**src/rtl/core/arme_pkg.sv**
```systemverilog
// ----------------------------------------------------------------------------
// arme_pkg: shared definitions of the accumulator machine execute core
// Sizes, operation and error codes, controller states and the command and
// status groups that pass between the controller and the datapath.
// ----------------------------------------------------------------------------
package arme_pkg;

    // Machine sizes.
    localparam int NUM_REGS   = 16;
    localparam int PROG_DEPTH = 4096;
    localparam int REG_IDX_W  = $clog2(NUM_REGS);
    localparam int WORD_W     = 32;
    localparam int TGT_W      = 12;

    // Operation codes carried by the action field.
    typedef enum logic [3:0] {
        ACT_LOAD_IMM = 4'd0,
        ACT_LOAD_DIR = 4'd1,
        ACT_STORE    = 4'd2,
        ACT_ADD      = 4'd3,
        ACT_SUB      = 4'd4,
        ACT_MUL      = 4'd5,
        ACT_DIV      = 4'd6,
        ACT_READ     = 4'd7,
        ACT_WRITE    = 4'd8,
        ACT_JUMP     = 4'd9,
        ACT_JZERO    = 4'd10,
        ACT_JGTZ     = 4'd11
    } act_t;

    // Error codes of a result.
    typedef enum logic [1:0] {
        ERR_OK    = 2'd0,
        ERR_LABEL = 2'd1,
        ERR_DIV0  = 2'd2,
        ERR_INDEX = 2'd3
    } err_t;

    // Controller states.
    typedef enum logic [1:0] {
        ST_IDLE = 2'd0,
        ST_EXEC = 2'd1,
        ST_DIV  = 2'd2,
        ST_OUT  = 2'd3
    } state_t;

    // Commands from the controller to the datapath.
    typedef struct packed {
        logic load;        // capture the accepted request
        logic exec;        // execute the held instruction
        logic div_commit;  // write the quotient to the accumulator
    } ctrl_cmd_t;

    // Status from the datapath to the controller.
    typedef struct packed {
        logic div_needed;  // held instruction divides by a non-zero value
        logic div_done;    // quotient is ready
    } dp_status_t;

endpackage

```
**src/rtl/core/arme_divider.sv**
```systemverilog
// ----------------------------------------------------------------------------
// arme_divider: iterative signed divider
// Restoring division on magnitudes, one quotient bit per cycle, with the
// sign applied in a final cycle. Truncates toward zero and wraps on overflow.
// ----------------------------------------------------------------------------
module arme_divider
    import arme_pkg::*;
(
    input  logic              aclk,
    input  logic              aresetn,
    input  logic              start,
    input  logic [WORD_W-1:0] dividend,
    input  logic [WORD_W-1:0] divisor,
    output logic              done,
    output logic [WORD_W-1:0] quotient
);

    localparam int CNT_W = $clog2(WORD_W + 1);

    logic [WORD_W-1:0] quo_reg, quo_next;
    logic [WORD_W-1:0] rem_reg, rem_next;
    logic [WORD_W-1:0] dvs_reg, dvs_next;
    logic [WORD_W-1:0] res_reg, res_next;
    logic              neg_reg, neg_next;
    logic [CNT_W-1:0]  cnt_reg, cnt_next;
    logic              busy_reg, busy_next;
    logic              done_reg, done_next;
    logic [WORD_W:0]   trial;

    // Trial subtraction of the divisor from the shifted partial remainder.
    assign trial = {rem_reg, quo_reg[WORD_W-1]} - {1'b0, dvs_reg};

    // Iteration control and datapath next values.
    always_comb begin
        quo_next  = quo_reg;
        rem_next  = rem_reg;
        dvs_next  = dvs_reg;
        res_next  = res_reg;
        neg_next  = neg_reg;
        cnt_next  = cnt_reg;
        busy_next = busy_reg;
        done_next = 1'b0;
        if (start) begin
            quo_next  = dividend[WORD_W-1] ? (-dividend) : dividend;
            dvs_next  = divisor[WORD_W-1] ? (-divisor) : divisor;
            neg_next  = dividend[WORD_W-1] ^ divisor[WORD_W-1];
            rem_next  = '0;
            cnt_next  = CNT_W'(WORD_W);
            busy_next = 1'b1;
        end else if (busy_reg && (cnt_reg != '0)) begin
            if (!trial[WORD_W]) begin
                rem_next = trial[WORD_W-1:0];
                quo_next = {quo_reg[WORD_W-2:0], 1'b1};
            end else begin
                rem_next = {rem_reg[WORD_W-2:0], quo_reg[WORD_W-1]};
                quo_next = {quo_reg[WORD_W-2:0], 1'b0};
            end
            cnt_next = cnt_reg - CNT_W'(1);
        end else if (busy_reg) begin
            res_next  = neg_reg ? (-quo_reg) : quo_reg;
            busy_next = 1'b0;
            done_next = 1'b1;
        end
    end

    // Control registers.
    always_ff @(posedge aclk) begin
        if (!aresetn) begin
            busy_reg <= 1'b0;
            done_reg <= 1'b0;
            cnt_reg  <= '0;
        end else begin
            busy_reg <= busy_next;
            done_reg <= done_next;
            cnt_reg  <= cnt_next;
        end
    end

    // Payload registers.
    always_ff @(posedge aclk) begin
        quo_reg <= quo_next;
        rem_reg <= rem_next;
        dvs_reg <= dvs_next;
        res_reg <= res_next;
        neg_reg <= neg_next;
    end

    assign done     = done_reg;
    assign quotient = res_reg;

endmodule

```
**src/rtl/core/arme_datapath.sv**
```systemverilog
// ----------------------------------------------------------------------------
// arme_datapath: register file, instruction execution and result registers
// Holds the accepted request, executes it (or hands a division to the
// iterative divider) and keeps the result fields until delivered.
// ----------------------------------------------------------------------------
module arme_datapath
    import arme_pkg::*;
(
    input  logic                     aclk,
    input  logic                     aresetn,
    input  ctrl_cmd_t                cmd,
    output dp_status_t               status,
    input  logic [3:0]               in_action,
    input  logic signed [WORD_W-1:0] in_operand,
    input  logic [TGT_W-1:0]         in_jump_target,
    input  logic                     in_label_found,
    input  logic signed [WORD_W-1:0] in_tape_value,
    output logic                     out_jump_taken,
    output logic [TGT_W-1:0]         out_target,
    output logic                     out_write_valid,
    output logic signed [WORD_W-1:0] out_write_value,
    output logic [1:0]               out_error_code
);

    // Held request.
    logic [3:0]        act_reg;
    logic [WORD_W-1:0] op_reg;
    logic [TGT_W-1:0]  tgt_reg;
    logic              found_reg;
    logic [WORD_W-1:0] tape_reg;

    // Register file; entry zero is the accumulator.
    logic [WORD_W-1:0] rf_reg [NUM_REGS];

    // Result registers.
    logic              jump_reg, jump_next;
    logic [TGT_W-1:0]  tout_reg, tout_next;
    logic              wvalid_reg, wvalid_next;
    logic [WORD_W-1:0] wval_reg, wval_next;
    logic [1:0]        err_reg, err_next;

    logic                 idx_ok;
    logic [REG_IDX_W-1:0] idx;
    logic [WORD_W-1:0]    acc;
    logic [WORD_W-1:0]    rd_data;
    logic [WORD_W-1:0]    mul_lo;
    logic                 want_jump;
    logic                 label_ok;
    logic                 wr_en;
    logic [REG_IDX_W-1:0] wr_idx;
    logic [WORD_W-1:0]    wr_data;
    logic                 div_start;
    logic                 div_done;
    logic [WORD_W-1:0]    div_quo;

    assign idx_ok   = (op_reg < WORD_W'(NUM_REGS));
    assign idx      = op_reg[REG_IDX_W-1:0];
    assign acc      = rf_reg[0];
    assign rd_data  = rf_reg[idx];
    assign mul_lo   = acc * op_reg;
    assign label_ok = found_reg && (WORD_W'(tgt_reg) < WORD_W'(PROG_DEPTH));

    // Instruction decode and execution.
    always_comb begin
        wr_en       = 1'b0;
        wr_idx      = '0;
        wr_data     = '0;
        want_jump   = 1'b0;
        wvalid_next = 1'b0;
        wval_next   = '0;
        err_next    = ERR_OK;
        case (act_t'(act_reg))
            ACT_LOAD_IMM: begin
                wr_en   = 1'b1;
                wr_data = op_reg;
            end
            ACT_LOAD_DIR: begin
                if (idx_ok) begin
                    wr_en   = 1'b1;
                    wr_data = rd_data;
                end else begin
                    err_next = ERR_INDEX;
                end
            end
            ACT_STORE: begin
                if (idx_ok) begin
                    wr_en   = 1'b1;
                    wr_idx  = idx;
                    wr_data = acc;
                end else begin
                    err_next = ERR_INDEX;
                end
            end
            ACT_ADD: begin
                wr_en   = 1'b1;
                wr_data = acc + op_reg;
            end
            ACT_SUB: begin
                wr_en   = 1'b1;
                wr_data = acc - op_reg;
            end
            ACT_MUL: begin
                wr_en   = 1'b1;
                wr_data = mul_lo;
            end
            ACT_DIV: begin
                // A non-zero divisor goes to the divider instead.
                if (op_reg == '0) begin
                    err_next = ERR_DIV0;
                end
            end
            ACT_READ: begin
                if (idx_ok) begin
                    wr_en   = 1'b1;
                    wr_idx  = idx;
                    wr_data = tape_reg;
                end else begin
                    err_next = ERR_INDEX;
                end
            end
            ACT_WRITE: begin
                if (idx_ok) begin
                    wvalid_next = 1'b1;
                    wval_next   = rd_data;
                end else begin
                    err_next = ERR_INDEX;
                end
            end
            ACT_JUMP: begin
                want_jump = 1'b1;
            end
            ACT_JZERO: begin
                want_jump = (acc == '0);
            end
            ACT_JGTZ: begin
                want_jump = (acc != '0) && !acc[WORD_W-1];
            end
            default: begin
            end
        endcase
        jump_next = 1'b0;
        tout_next = '0;
        if (want_jump) begin
            if (label_ok) begin
                jump_next = 1'b1;
                tout_next = tgt_reg;
            end else begin
                err_next = ERR_LABEL;
            end
        end
    end

    assign status.div_needed = (act_t'(act_reg) == ACT_DIV) && (op_reg != '0);
    assign status.div_done   = div_done;
    assign div_start         = cmd.exec && status.div_needed;

    arme_divider u_divider (
        .aclk     (aclk),
        .aresetn  (aresetn),
        .start    (div_start),
        .dividend (acc),
        .divisor  (op_reg),
        .done     (div_done),
        .quotient (div_quo)
    );

    // Register file, cleared at reset.
    always_ff @(posedge aclk) begin
        if (!aresetn) begin
            for (int i = 0; i < NUM_REGS; i++) begin
                rf_reg[i] <= '0;
            end
        end else if (cmd.div_commit) begin
            rf_reg[0] <= div_quo;
        end else if (cmd.exec && wr_en) begin
            rf_reg[wr_idx] <= wr_data;
        end
    end

    // Held request and result fields.
    always_ff @(posedge aclk) begin
        if (cmd.load) begin
            act_reg   <= in_action;
            op_reg    <= in_operand;
            tgt_reg   <= in_jump_target;
            found_reg <= in_label_found;
            tape_reg  <= in_tape_value;
        end
        if (cmd.exec) begin
            jump_reg   <= jump_next;
            tout_reg   <= tout_next;
            wvalid_reg <= wvalid_next;
            wval_reg   <= wval_next;
            err_reg    <= err_next;
        end
    end

    assign out_jump_taken  = jump_reg;
    assign out_target      = tout_reg;
    assign out_write_valid = wvalid_reg;
    assign out_write_value = wval_reg;
    assign out_error_code  = err_reg;

endmodule

```
**src/rtl/core/arme_ctrl.sv**
```systemverilog
// ----------------------------------------------------------------------------
// arme_ctrl: instruction sequencer
// Accepts one request, steps the datapath through execution and an optional
// division, then offers the result until it is taken.
// ----------------------------------------------------------------------------
module arme_ctrl
    import arme_pkg::*;
(
    input  logic       aclk,
    input  logic       aresetn,
    input  logic       s_valid,
    output logic       s_ready,
    output logic       m_valid,
    input  logic       m_ready,
    output ctrl_cmd_t  cmd,
    input  dp_status_t status
);

    state_t state_reg, state_next;

    // State register.
    always_ff @(posedge aclk) begin
        if (!aresetn) begin
            state_reg <= ST_IDLE;
        end else begin
            state_reg <= state_next;
        end
    end

    // Next state and commands.
    always_comb begin
        state_next     = state_reg;
        cmd            = '0;
        s_ready        = 1'b0;
        m_valid        = 1'b0;
        case (state_reg)
            ST_IDLE: begin
                s_ready = 1'b1;
                if (s_valid) begin
                    cmd.load   = 1'b1;
                    state_next = ST_EXEC;
                end
            end
            ST_EXEC: begin
                cmd.exec   = 1'b1;
                state_next = status.div_needed ? ST_DIV : ST_OUT;
            end
            ST_DIV: begin
                if (status.div_done) begin
                    cmd.div_commit = 1'b1;
                    state_next     = ST_OUT;
                end
            end
            ST_OUT: begin
                m_valid = 1'b1;
                if (m_ready) begin
                    state_next = ST_IDLE;
                end
            end
            default: begin
                state_next = ST_IDLE;
            end
        endcase
    end

`ifndef NO_ASSERTIONS
    // A new request is never taken while a result is on offer.
    a_no_overlap: assert property (@(posedge aclk) disable iff (!aresetn)
        !(s_ready && m_valid))
        else $error("request accepted while a result is pending");

    // An accepted request is executed in the following cycle.
    a_exec_after_accept: assert property (@(posedge aclk) disable iff (!aresetn)
        (s_valid && s_ready) |=> cmd.exec)
        else $error("accepted request not executed");

    // A finished division leads straight to the result.
    a_div_to_out: assert property (@(posedge aclk) disable iff (!aresetn)
        (state_reg == ST_DIV && status.div_done) |=> m_valid)
        else $error("division result not offered");
`endif

endmodule

```
**src/rtl/core/accumulator_ram_machine_execute_core.sv**
```systemverilog
// ----------------------------------------------------------------------------
// accumulator_ram_machine_execute_core: one-instruction execute unit
// Executes accumulator machine instructions against a cleared-at-reset
// register file and reports jump decision, tape write and error code.
//
//   Channel   Direction  Ports                                  Moves
//   s_        in         action, operand, jump_target,          one request
//                        label_found, tape_value
//   m_        out        jump_taken, target_out, write_valid,   one result
//                        write_value, error_code
//
// The result is registered in the execute state and offered in the offer
// state, so a request that is taken at once passes through accept, execute
// and offer. A division by a non-zero value adds a divide state: 32 quotient-bit
// steps of the iterative divider, a sign step and the accumulator write.
// One request is in flight at a time; the next is taken once the result is
// accepted. Reset clears every register of the file and idles the unit;
// a stalled result is held unchanged.
// ----------------------------------------------------------------------------
module accumulator_ram_machine_execute_core
    import arme_pkg::*;
(
    input  logic                     aclk,
    input  logic                     aresetn,
    input  logic                     s_valid,
    output logic                     s_ready,
    input  logic [3:0]               s_action,
    input  logic signed [WORD_W-1:0] s_operand,
    input  logic [TGT_W-1:0]         s_jump_target,
    input  logic                     s_label_found,
    input  logic signed [WORD_W-1:0] s_tape_value,
    output logic                     m_valid,
    input  logic                     m_ready,
    output logic                     m_jump_taken,
    output logic [TGT_W-1:0]         m_target_out,
    output logic                     m_write_valid,
    output logic signed [WORD_W-1:0] m_write_value,
    output logic [1:0]               m_error_code
);

    ctrl_cmd_t  cmd;
    dp_status_t status;

    // Sequencer.
    arme_ctrl u_ctrl (
        .aclk    (aclk),
        .aresetn (aresetn),
        .s_valid (s_valid),
        .s_ready (s_ready),
        .m_valid (m_valid),
        .m_ready (m_ready),
        .cmd     (cmd),
        .status  (status)
    );

    // Register file and execution.
    arme_datapath u_datapath (
        .aclk            (aclk),
        .aresetn         (aresetn),
        .cmd             (cmd),
        .status          (status),
        .in_action       (s_action),
        .in_operand      (s_operand),
        .in_jump_target  (s_jump_target),
        .in_label_found  (s_label_found),
        .in_tape_value   (s_tape_value),
        .out_jump_taken  (m_jump_taken),
        .out_target      (m_target_out),
        .out_write_valid (m_write_valid),
        .out_write_value (m_write_value),
        .out_error_code  (m_error_code)
    );

endmodule

```
**config.mk**
```make
export PLATFORM = sky130hd
export DESIGN_NAME = accumulator_ram_machine_execute_core
export DESIGN_NICKNAME = d
export VERILOG_FILES = /design/src/rtl/core/arme_pkg.sv /design/src/rtl/core/arme_divider.sv /design/src/rtl/core/arme_datapath.sv /design/src/rtl/core/arme_ctrl.sv /design/src/rtl/core/accumulator_ram_machine_execute_core.sv
export SDC_FILE = /design/constraint.sdc
export NUM_CORES = 2
export LEC_CHECK = 0
export ABC_AREA = 1
export BUFFER_PORTS_ARGS = -buffer_cell sky130_fd_sc_hd__buf_2
export CAP_MARGIN = 20
export CORE_MARGIN = 2
export CORE_UTILIZATION = 56
export DETAILED_ROUTE_END_ITERATION = 16
export PLACE_DENSITY_LB_ADDON = 0.05
export SKIP_CTS_REPAIR_TIMING = 1
export SYNTH_ARGS = -nofsm -noshare
export SYNTH_HDL_FRONTEND = slang
export SYNTH_SLANG_ARGS = --single-unit
```
**constraint.sdc**
```tcl
create_clock -name aclk -period 8.7 [get_ports aclk]
set_input_delay 0 -clock aclk [delete_from_list [all_inputs] [get_ports aclk]]
set_output_delay 0 -clock aclk [all_outputs]
set_load 0.02 [all_outputs]
```
; Word level (Yosys, flattened, before mapping)
; Memory sizes are Yosys's and may differ from the RTL's. A register that Yosys moved wholly into a read port is not among the register bits.
; Index checks and enable logic that the tools add are counted.
[word_totals]
regBits = 268
inputBits = 85
elab_cells = 130
ram_bits = 512
mem_count = 1
output_inout_bits = 50
[memory_table]
columns = memory, depth, width, read_ports, rd_clocked_by_memory_dff, write_ports, line
row1 = u_datapath.rf_reg, 16, 32, 2, 1, 16, arme_datapath.sv:33  ; logic [WORD_W-1:0] rf_reg [NUM_REGS];
[classes]
n_lt_le_gt_ge = 1
n_eq_ne = 18
multipliers = 1
add_sub_neg = 7
n_mux = 52
reduce_logical = 24
n_bitwise = 5
[op_table]
columns = operator, count
row1 = $mux 32, 10
row2 = $pmux 32 s7, 1
row3 = $neg 32->32, 3
row4 = $logic_not 32->1, 2
row5 = $reduce_bool 32->1, 2
row6 = $sub 33x32->33, 1
row7 = $add 32x32->32, 1
row8 = $lt 32x5->1 const B, 1
row9 = $mul 32x32->32, 1
row10 = $reduce_or 32->1, 1
row11 = $sub 32x32->32, 1
row12 = $mux 31, 1
row13 = $mux 1, 23
row14 = $eq 4x3->1 const B, 4
row15 = $eq 4x4->1 const B, 4
row16 = $mux 4, 4
row17 = $mux 2, 7
row18 = $mux 6, 2
row19 = $eq 4x2->1 const B, 2
row20 = $pmux 2 s4, 1
row21 = $reduce_or 4->1, 2
row22 = $reduce_and 3->1, 2
row23 = $reduce_bool 6->1, 1
row24 = $reduce_or 3->1, 2
row25 = 19 further kinds, 29

; Longest topological paths before layout
[depth]
ltp_word = 10
mapped_depth = 36
mapped_depth_nobuf = 32

; By module
; Synthesis repeated with hierarchy kept, for this count alone.
[unflattened]
hier_cells = 7232
hier_area_um2 = 59667.2
[modules_own_cells]
columns = mod, cells_per_inst, area_each_um2, seq_area_each_um2, n_inst
row1 = arme_datapath, 5673, 49153.4, 19328.5, 1
row2 = arme_divider, 1525, 10297.4, 3713.6, 1
row3 = arme_ctrl, 34, 216.5, 40.0, 1

; Least setup slack after synthesis
; No wires, ideal clock.
[synth_timing]
path_type = register to register
from = reg u_datapath.op_reg[8]
to = mem u_datapath.rf_reg[2][29], data pin
t_required_ns = 8.450
setup_time_ns = 0.250
t_arrival_ns = 6.924
n_path_buf = 3
stages_incl_launch_ff = 30
slack_ns = 1.526
synth_period_minus_slack_ns = 7.174
cell_sequence = edfxtp_1 clkbuf_1 buf_1 nand2_1 fa_1 inv_1 fa_1 fa_1 inv_1 fa_1 inv_1 fa_1 inv_1 fa_1 inv_1 fa_1 fa_1 ha_1 a21oi_1 o21ai_0 a21oi_1 nand3_1 a21oi_1 o21bai_1 or2_2 nand3_1 nand3_2 buf_6 nand2_1 inv_1
[synth_lines]
columns = item, line
row1 = start: declaration, arme_datapath.sv:27  ; logic [WORD_W-1:0] op_reg;
row2 = start signal: assignment, arme_datapath.sv:184  ; op_reg <= in_operand;
row3 = end: declaration, arme_datapath.sv:33

==> flow_metrics.env <==
export IMPL_setup_viol=0
export IMPL_slew_headroom_pct=20.9
export IMPL_drv_cap=0
export IMPL_cp_arrival_ps=8690
export IMPL_muxShareOfSynthArea_pct=1.55
export IMPL_wire_per_inst_um=23.6
export IMPL_port_buffers=134
export IMPL_crit_path_frequent_cell="fa_1"
export IMPL_drtIter0Drc=5412
export IMPL_synth_nets=7450
export IMPL_async_flop_share_pct=0
export IMPL_nNetsFinal=7541
export IMPL_htreeDepth=3
export IMPL_grt_pass1_vias=45600
export IMPL_vias_per_cell=5.67
export IMPL_cts_sinks=784
export IMPL_max_freq_ghz=0.121
export IMPL_num_antenna_cells=0
export IMPL_ios=135
export IMPL_cts_made_buffers=87
export IMPL_place_congestion=0.992
export IMPL_yosysWarnings=0
export IMPL_grt_pass1_wl_mm=290
export IMPL_synthAdderAreaFrac_pct=18.2
export IMPL_drive_gt1_share_pct=8.62
export IMPL_synth_compound_area_share_pct=8.19
export IMPL_layout_area_overhead_vs_synth_pct=9.22
export IMPL_grt_max_degree=174
export IMPL_crit_slowest_cell="edfxtp_1"
export IMPL_cts_tree="built"
export IMPL_antenna_found_initial=2
export IMPL_grt_ovfl_total=0
export IMPL_clock_skew_ps=24.3
export IMPL_fp_dieW_um=328
export IMPL_clockBufferDepth=3
export IMPL_drt_pass1_iter_count=6
export IMPL_num_fill_cells=9038
export IMPL_max_slew_worst_pin_slew_ps=1190
export IMPL_yosysUniqueCellTypes=78
export IMPL_die_h_um=328
export IMPL_timing_hold_violations_final=0
export IMPL_slew_viol_final=0
export IMPL_worstPathRequired_ps=9110
export IMPL_syn_inst=6759
export IMPL_fin_crit_ps=8280
export IMPL_startpoint_type="register"
export IMPL_rows=118
export IMPL_period_share_pct=95.2
export IMPL_vias=47100
export IMPL_synth_top_family_by_area="simple AND/OR/NAND/NOR gates"
export IMPL_crit_path_max_fanout=23
export IMPL_outcome="finished, final reports clean"
export IMPL_layout_cells_most_common="nand2_1"
export IMPL_critPathKind="register to register"
export IMPL_core_um2=104000
export IMPL_insertion_delay_ps=690
export IMPL_setup_tns_ps=0
export IMPL_synthesis_area_um2=58600
export IMPL_clk_pin_slew_worst_paths_ps=60
export IMPL_wirelength_mm=196
export IMPL_synth_simple_gate_area_share_pct=18.7
export IMPL_ant_nets=0
export IMPL_cp_end_kind="register"
export IMPL_regArea_um2=23100
export IMPL_multi_input_area_um2=28500
export IMPL_synth_edf_count=738
export IMPL_dpl_hpwl_mm=144
export IMPL_cpPeakStageDelay_ps=1140
export IMPL_start_util_pct=56.6
export IMPL_grt_use_total_pct=36.6
export IMPL_final_cell_mix="nand2_1 (1498), inv_1 (1304), edfxtp_1 (738)"
export IMPL_syn_mean_instance_area_um2=8.67
export IMPL_cts_root_buf="clkbuf_16"
export IMPL_ys_seq_area_share_pct=39.4
export IMPL_route_detailed_drc=0
export IMPL_ys_ff_latch=784
export IMPL_hold_path_class="input port to register"
export IMPL_dieArea_um2=107000
export IMPL_rsz0062_at_grt="no"
export IMPL_synth_xor_area_share_pct=1.94
export IMPL_synthFlopType="edfxtp_1"
export IMPL_largest_reg_flops=512
path summary, 6_finish.rpt:
path	start	endpoint	slack, ps	cells after the start
worst max-delay path	u_datapath.op_reg[9]$_DFFE_PP_	u_datapath.rf_reg[8][27]$_SDFFCE_PN0P_	420	26
worst min-delay path	s_operand[13]	u_datapath.op_reg[13]$_DFFE_PP_	20	2
worst max register to register	u_datapath.op_reg[9]$_DFFE_PP_	u_datapath.rf_reg[8][27]$_SDFFCE_PN0P_	420	26
worst min register to register	u_datapath.u_divider.cnt_reg[0]$_SDFFE_PP0P_	u_datapath.u_divider.cnt_reg[0]$_SDFFE_PP0P_	470	2
critical path: cells and delay by family (launching register included):
kind | cells | cell delay (ps)
AOI/OAI and AO/OA | 5 | 1040
adders and majority gates | 9 | 4210
buffers and inverters | 7 | 800
DFF | 1 | 1140
and+or+nand+nor | 5 | 790
through the flow:
stage          std cells  setup slack (ps)  hold WS [ps]  utilization [%]  cell area [µm²]
3_5_place_dp        8057               600           178             58.3            60400
4_1_cts             8214               580          -563             61.0            63200
2_1_floorplan       6759              1530          98.9                -            58600
5_1_grt             8298               110          16.6             61.8            64000
3_3_place_gp        8057               673           176             58.3            60400
6_report            8298               421          18.1             61.8            64000
per-layer routing:
metal  global-route usage, %  wire length [µm]
met1                    52.1             80500
met3                    6.35             20200
met2                    55.4             85500
met4                    16.2              9790
met5                       0                 0
Yosys cell counts, drive strengths merged, types with 2 or more instances:
master	count	share of area, %
a211oi	7	0.16
a21boi	4	0.051
a21o	13	0.17
a21oi	288	2.5
a221oi	13	0.20
a22oi	5	0.064
a31oi	12	0.15
and2	2	0.021
buf	225	2.4
clkbuf	141	0.90
clkinv	4	0.038
dfxtp	46	1.6
edfxtp	738	38
fa	410	14
ha	196	4.2
inv	1350	8.7
mux2	14	0.27
mux2i	75	1.3
nand2	1505	9.7
nand3	325	2.8
nand3b	10	0.15
nand4	30	0.36
nor2	623	4.6
nor3	47	0.57
nor4	16	0.23
o2111ai	7	0.13
o211ai	70	0.90
o21a	4	0.051
o21ai	393	3.4
o21bai	13	0.17
o221ai	4	0.060
o22ai	6	0.064
o31ai	7	0.090
or2	15	0.16
xnor2	32	0.48
xor2	98	1.5
cells by family (layout without fill, tap and decap cells):
group | Yosys count | count (layout)
DFF | 784 | 784
buffers and inverters | 1721 | 1880
adders and majority gates | 606 | 606
muxes | 89 | 89
AOI/OAI and AO/OA | 851 | 851
and+or+nand+nor | 2578 | 2578
xor gates and xnor gates | 130 | 130
area by class of cell:
type	count	area share (%)
multi-input combinational	4254	44.6
sequential	784	36.1
inverter	1355	8.01
timing repair buffer	368	4.32
clock buffer	107	3.60
tap	1380	2.70
clock inverter	50	0.754
Power is not shown: default switching activity piles up to over one toggle a cycle in this logic, so the estimate is an artifact.
